**src/rtl/core/gasp_pkg.sv**
```systemverilog
`default_nettype none
package gasp_pkg;

  localparam int unsigned RowW      = 6;
  localparam int unsigned ColW      = 6;
  localparam int unsigned CellW     = RowW + ColW;
  localparam int unsigned NumCells  = 1 << CellW;
  localparam int unsigned CntW      = CellW + 1;
  localparam int unsigned DimW      = 7;
  localparam int unsigned MaxRows   = 1 << RowW;
  localparam int unsigned MaxCols   = 1 << ColW;
  localparam int unsigned FracBits  = 8;
  localparam int unsigned GW        = CellW;
  localparam int unsigned FW        = 21;
  localparam int unsigned HW        = 15;
  localparam int unsigned KeyW      = FW + CellW;
  localparam int unsigned HeapAw    = 12;
  localparam int unsigned HeapDepth = 1 << HeapAw;
  localparam int unsigned SqSumW    = 13;
  localparam int unsigned SqVW      = 30;
  localparam int unsigned SqIters   = SqVW / 2;
  localparam int unsigned SqItW     = 4;

  localparam logic [1:0] OpWrite  = 2'd0;
  localparam logic [1:0] OpSearch = 2'd1;
  localparam logic [1:0] OpRead   = 2'd2;

  localparam logic [2:0] StOk       = 3'd0;
  localparam logic [2:0] StNoPath   = 3'd1;
  localparam logic [2:0] StReject   = 3'd2;
  localparam logic [2:0] StOverflow = 3'd3;
  localparam logic [2:0] StRange    = 3'd4;

  localparam logic [1:0] DirN = 2'd0;
  localparam logic [1:0] DirW = 2'd1;
  localparam logic [1:0] DirS = 2'd2;
  localparam logic [1:0] DirE = 2'd3;

  localparam logic CfgRows = 1'b0;
  localparam logic CfgCols = 1'b1;

  typedef struct packed {
    logic [1:0]      opcode;
    logic [RowW-1:0] cell_row;
    logic [ColW-1:0] cell_col;
    logic            walkable;
    logic [RowW-1:0] goal_row;
    logic [ColW-1:0] goal_col;
    logic [11:0]     step_index;
  } in_item_t;

  typedef struct packed {
    logic [2:0]      status;
    logic [12:0]     path_length;
    logic [RowW-1:0] step_row;
    logic [ColW-1:0] step_col;
  } out_item_t;

  typedef struct packed {
    logic          closed;
    logic          seen;
    logic [FW-1:0] best;
    logic [GW-1:0] steps;
    logic [1:0]    dir;
  } cell_rec_t;

  typedef enum logic [1:0] {
    HeapClear = 2'd0,
    HeapPush  = 2'd1,
    HeapPop   = 2'd2
  } heap_op_e;

  typedef struct packed {
    logic            valid;
    heap_op_e        op;
    logic [KeyW-1:0] key;
  } heap_req_t;

  typedef struct packed {
    logic            done;
    logic            empty;
    logic            full;
    logic [KeyW-1:0] key;
  } heap_rsp_t;

  // step back along the stored move; off the array falls back to the source
  function automatic logic [CellW-1:0] parent_cell(input logic [CellW-1:0] node,
                                                   input logic [1:0] dir,
                                                   input logic [CellW-1:0] src);
    logic [RowW-1:0] r;
    logic [ColW-1:0] c;
    logic [CellW-1:0] p;
    r = node[CellW-1:ColW];
    c = node[ColW-1:0];
    p = src;
    unique case (dir)
      DirN: if (r != RowW'(MaxRows - 1)) p = {r + RowW'(1), c};
      DirW: if (c != ColW'(MaxCols - 1)) p = {r, c + ColW'(1)};
      DirS: if (r != '0) p = {r - RowW'(1), c};
      DirE: if (c != '0) p = {r, c - ColW'(1)};
      default: p = src;
    endcase
    return p;
  endfunction

endpackage
`default_nettype wire

```
**src/rtl/core/gasp_isqrt.sv**
```systemverilog
`default_nettype none
module gasp_isqrt import gasp_pkg::*; (
  input  wire logic            clk_i,
  input  wire logic            rst_ni,
  input  wire logic            start_i,
  input  wire logic [RowW-1:0] dr_i,
  input  wire logic [ColW-1:0] dc_i,
  output logic                 done_o,
  output logic [HW-1:0]        root_o
);

  logic [SqVW-1:0] v_q, v_d, r_q, r_d, b_q, b_d, rb;
  logic [SqItW-1:0] it_q, it_d;
  logic busy_q, busy_d, done_q, done_d;
  logic [SqSumW-1:0] sum;

  assign sum = SqSumW'(dr_i * dr_i) + SqSumW'(dc_i * dc_i);
  assign rb  = r_q + b_q;

  always_comb begin
    v_d    = v_q;
    r_d    = r_q;
    b_d    = b_q;
    it_d   = it_q;
    busy_d = busy_q;
    done_d = 1'b0;
    if (start_i) begin
      v_d    = SqVW'({sum, {(2 * FracBits){1'b0}}});
      r_d    = '0;
      b_d    = SqVW'(1) << (SqVW - 2);
      it_d   = '0;
      busy_d = 1'b1;
    end else if (busy_q) begin
      if (v_q >= rb) begin
        v_d = v_q - rb;
        r_d = (r_q >> 1) + b_q;
      end else begin
        r_d = r_q >> 1;
      end
      b_d  = b_q >> 2;
      it_d = it_q + SqItW'(1);
      if (it_q == SqItW'(SqIters - 1)) begin
        busy_d = 1'b0;
        done_d = 1'b1;
      end
    end
  end

  always_ff @(posedge clk_i or negedge rst_ni) begin
    if (!rst_ni) begin
      busy_q <= 1'b0;
      done_q <= 1'b0;
      it_q   <= '0;
    end else begin
      busy_q <= busy_d;
      done_q <= done_d;
      it_q   <= it_d;
    end
  end

  always_ff @(posedge clk_i) begin
    v_q <= v_d;
    r_q <= r_d;
    b_q <= b_d;
  end

  assign done_o = done_q;
  assign root_o = r_q[HW-1:0];

endmodule
`default_nettype wire

```
**config.mk**
```make
export PLATFORM = sky130hd
export DESIGN_NAME = gasp_isqrt
export DESIGN_NICKNAME = d
export VERILOG_FILES = /design/src/rtl/core/gasp_pkg.sv /design/src/rtl/core/gasp_isqrt.sv
export SDC_FILE = /design/constraint.sdc
export NUM_CORES = 1
export LEC_CHECK = 0
export BUFFER_PORTS_ARGS = -buffer_cell sky130_fd_sc_hd__buf_4
export CORE_UTILIZATION = 55
export DETAILED_ROUTE_END_ITERATION = 12
export GPL_ROUTABILITY_DRIVEN = 0
export HOLD_SLACK_MARGIN = 0.02
export PLACE_DENSITY = 0.72
export SKIP_LAST_GASP = 1
export SYNTH_ARGS = -nofsm -noshare
export SYNTH_HDL_FRONTEND = slang
export SYNTH_SLANG_ARGS = --single-unit
```
**constraint.sdc**
```tcl
create_clock -name clk_i -period 11.1 [get_ports clk_i]
set_clock_uncertainty 0.05 [all_clocks]
set_input_delay 2.22 -clock clk_i [delete_from_list [all_inputs] [get_ports clk_i]]
set_output_delay 2.22 -clock clk_i [all_outputs]
set_load 0.01 [all_outputs]
```
* Word-level counts from Yosys, hierarchy flattened
Cells that the tools add are included.
** Cells by class
- Add/subtract/negate cells :: 5
- Multipliers :: 2
- Order comparisons :: 1
- Eq/ne operators :: 1
- Multiplexer cells :: 12
- Reduce and logical (&&, ||, !) cells :: 4
** Operators by type and width (number)
- $mux W29 :: 3
- $add A29 B29 Y30 :: 1
- $add A30 B29 Y30 :: 1
- $ge A30 B30 Y1 :: 1
- $mux W30 :: 1
- $sub A30 B30 Y30 :: 1
- $mul A6 B6 Y12 :: 2
- $add A12 B12 Y13 :: 1
- $mux W4 :: 2
- $mux W1 :: 6
- $add A4 B1 Y4 const B :: 1
- $eq A4 B4 Y1 const B :: 1
- $reduce_and A2 Y1 :: 2
- $reduce_bool A2 Y1 :: 2
** Word-level totals
- Bits in registers :: 81
- Input port bits :: 15
- Output and inout bits :: 16
- Logic and storage cells :: 32

* Logic depth before layout (Yosys ltp)
- Word-level depth :: 5
- Mapped depth :: 22
- Depth with buffers taken out :: 21

* Worst setup path after synthesis
No wires, ideal clock.
- Path type :: input port to flip-flop
- Start point :: input dc_i[1]
- End point :: register v_q[27], data pin
- Library setup time :: 0.270 ns
- Arrival :: 6.623 ns
- Data required time :: 10.780 ns
- Setup slack :: 4.157 ns
- Stages :: 20
- Path buffers :: 1
- Cells stage by stage :: and2_1 clkbuf_1 inv_1 fa_1 fa_1 inv_1 fa_1 inv_1 fa_1 fa_1 inv_1 ha_1 a21o_1 a21oi_1 o21bai_1 a21oi_1 o21ai_0 xor2_1 nand2_1 o31ai_1
** On the way
- Longest elaborated chain between the ends :: 3
** Ends and longest elaborated chain
- start: declaration :: line gasp_isqrt.sv:7 : input wire logic [ColW-1:0] dc_i,
- $mul A6 B6 Y12 :: line gasp_isqrt.sv:17 : assign sum = SqSumW'(dr_i * dr_i) + SqSumW'(dc_i * dc_i);
- $add A12 B12 Y13 :: line gasp_isqrt.sv:17
- $mux W29 :: line gasp_isqrt.sv:27 : if (start_i) begin
- via v_d[27] :: line gasp_isqrt.sv:12 : logic [SqVW-1:0] v_q, v_d, r_q, r_d, b_q, b_d, rb;
- end signal: assignment :: line gasp_isqrt.sv:62 : v_q <= v_d;
- end: declaration :: line gasp_isqrt.sv:12
The timed path passes the listed nets, and every way through them passes these cells.
A chain may end at the register's enable or synchronous reset.

* Final worst setup path
Ends and elaborated chain as after synthesis.

==> impl_metrics.yaml <==
worst_setup_path:
  worstSetupPathType: "primary input to flop"
  startpoint_type: "primary input"
  critical_path_arrival_ns: 6.89
  max_stage_delay_ns: 0.61
  path_common_cell: "fa_1"
  slowest_stage: "fa_1"
  worstPathCellList: "buf_4 > and2_1 > inv_1 > fa_1 > fa_1 > inv_1 > fa_1 > inv_1 > fa_1 > fa_1 > inv_1 > ha_1 > a21o_1 > a21oi_1 > o21bai_1 > a21oi_1 > o21ai_0 > xor2_1 > nand2_1 > o31ai_1"
  path_buf_inv: 5
  critPathRequiredTime_ns: 11.12
  path_delay_family: "adder cells"
  worstPathMaxFanout: 6
  endpoint_kind: "flop"
routing:
  drc: 0
  viasPerCell: 5.98
  wl_mm: 19.2
  initialDrtViolationCount: 431
  first_pass_iters: 7
  drt-wirelength-per-cell_um: 16.2
  vias: 7081
  antenna_left: 0
placed_design:
  dpl_cell_area_mm2: 0.00855
  dp.cells: 1168
  post-place-ws_ns: 3.85
  post-dp-hpwl_mm: 14.1
  io_buffers: 30
final_layout:
  antenna_cells: 0
  drive_gt1_share_pct: 6.40
  fin_nets: 1136
  finalNonFillerCells: 1184
  design_area_mm2: 0.00885
  areaGrowthSynthToFinish_pct: 5.82
power:
  p_leak_uw: 0.00386
  pwr-share-comb_pct: 68.1
  p_seq_share_pct: 18.7
  powerDensity_mw_per_mm2: 259
  power.share.clock_pct: 13.2
  p_switching_uw: 1110
  ir_worst_vdd_v: 0.000191
  intPower_uw: 1180
  power.share.switching_pct: 48.3
global_route:
  grt_start_max_net_pins: 74
  antenna_found_initial: 0
  grt_overflow: 0
  grt_pass1_wl_mm: 32.8
  grt_pass1_vias: 6865
  gr-usage-all-layers_pct: 25.8
timing:
  fin_ws_ns: 4.23
  fin_crit_sh_pct: 61.8
  maxSlewViolCount: 0
  setup_viol: 0
  hold_viol: 0
  rsz0062_at_grt: "false"
  tightest_slew_ns: 1.08
  fmax_ghz: 0.146
  period_needed_ns: 6.87
  hold_slack_ns: 0.435
  fin_setup_tns_ns: 0
  maxSlewHeadroom_pct: 27.9
clock_network:
  post_cts_buffers: 0
  cts_buffers: 9
  htreeDepth: 3
  path_clk_slew_ns: 0.06
  ctsHoldBuffers: 0
  clkSinkCount: 81
  cts_tree: "built"
  clk_latency_ns: 0.35
  cts_buffer_depth: 2
  cts-resized-gates: 0
  root_buffer: "clkbuf_16"
floorplan:
  dieHeight_um: 125
  ios: 31
  die_area_mm2: 0.0157
  num_rows: 44
  core_area_mm2: 0.0147
  die_w_um: 125
  start_util_pct: 56.9
yosys:
  yosysWarnings: 0
  netlist_area_mm2: 0.00836
  ys_types: 69
  ys_seq_elements: 81
  ys_seq_area_share_pct: 21.3
  synthFlopType: "dfxtp_1"
  synth_edf_count: 13
  async_reset_ff_share_pct: 7.41
  avgSynthCellArea_um2: 8.31
  syn_nets: 1148
  syn_inst: 1007
run_status:
  outcome: "completed"
flow_run:
  max_cap_violations: 0
hold_path:
  min_path_type: "flop to flop"
[power by group through the flow]
stage	combinational, uW	clock [uW]	sequential, uW
after floorplan	1260	0	417
after CTS	1560	308	427
after global routing	1740	319	435
after global placement	1520	0	432
final	1560	304	428
after detailed placement	1540	0	433
[routing by layer]
metal / wire, um / global-route usage (%) / share of wire [%]
met5: 0 / 0 / 0
met4: 555 / 11.5 / 2.9
met3: 610 / 2.95 / 3.2
met2: 9160 / 45.0 / 48
met1: 8850 / 32.2 / 46
[sequential cells by signal (all words and copies together), names as in the netlist]
signal,count
b_q,15
busy_q,1
r_q,30
it_q,4
v_q,30
done_o,1
[layout make-up]
cell class / instances / area [um2]
clock inverter: 3 / 21.3
fill: 1307 / 5850
timing repair buffer: 34 / 255
sequential: 81 / 1780
inverter: 77 / 289
multi-input combinational: 792 / 5990
clock buffer: 13 / 282
tap: 184 / 230
[Yosys cell counts, types with 8 or more instances]
cell      count  share of area, %
a211oi_1     26               2.3
a21o_1       15               1.3
a21oi_1      57               3.4
a311oi_1      8              0.84
a31oi_1      27               2.0
and2_1       23               1.7
buf_4        19               1.7
clkbuf_1     28               1.3
dfxtp_1      62                15
edfxtp_1     13               4.7
fa_1         36               8.6
ha_1         90                13
inv_1        77               3.5
mux2i_1      29               3.5
nand2_1      81               3.6
nand4_1      13              0.97
nor2_1      109               4.9
nor2b_1      13              0.97
nor3_1       14              0.84
o21ai_0      41               2.5
o21bai_1     11              0.99
o22ai_1       9              0.67
o31ai_1      12               1.1
xnor2_1      46               4.8
xor2_1       38               4.0
[cell usage in the layout (no fill, tap or decap), types with 12 or more instances in the layout]
cell and count:
nand2_1 81, o21ai_0 41, a21o_1 15, nor3_1 14
nor2b_1 13, nand4_1 13, edfxtp_1 13, mux2i_1 29
a211oi_1 26, o31ai_1 12, nor2_1 109, a31oi_1 27
fa_1 36, buf_4 34, inv_1 77, a21oi_1 57
xor2_1 38, ha_1 90, dfxtp_1 62, and2_1 23
xnor2_1 46
[worst reg2reg max path, stage by stage (launching register included)]
cell      delay (ns)
dfxtp_1         0.45
ha_1            0.31
a31oi_1         0.34
o21ai_1         0.22
a21oi_1         0.30
o21ai_1         0.17
a31oi_1         0.40
o21ai_0         0.22
a31oi_1         0.23
xor2_1          0.11
ha_1            0.50
a21oi_1         0.17
o21ai_0         0.20
a221o_1         0.20
a211oi_1        0.05
and3_4          0.32
nor3_4          0.90
nand2_1         0.52
o22ai_1         0.30
[path summary, 6_finish.rpt]
kind | startpoint | endpoint | slack (ns) | depth (start not counted)
max in group asynchronous | rst_ni | busy_q | 9.26 | 1
min in group asynchronous | rst_ni | it_q[2] | 1.61 | 1
max | dc_i[1] | v_q[27] | 4.23 | 20
min | v_q[8] | v_q[8] | 0.43 | 2
max reg2reg | r_q[2] | v_q[25] | 4.96 | 18
min reg2reg | v_q[8] | v_q[8] | 0.43 | 2
[cell families after synthesis]
| logic type | Yosys count | synth area share (%) |
|---|---|---|
| AOI/OAI and AO/OA | 253 | 20.0 |
| xor gates and xnor gates | 84 | 8.80 |
| adders and majority gates | 126 | 22.1 |
| buffers and inverters | 134 | 7.15 |
| DFF | 81 | 21.3 |
| muxes | 33 | 4.01 |
| and+or+nand+nor | 296 | 16.7 |
[stage by stage]
step	util, %	power (uW)
finish	60.2	2290
CTS	60.2	2290
detailed placement	58.2	1970
global route	60.2	2500
global placement	58.2	1950
floorplan	-	1670
Power figures use the tool's default switching activity.
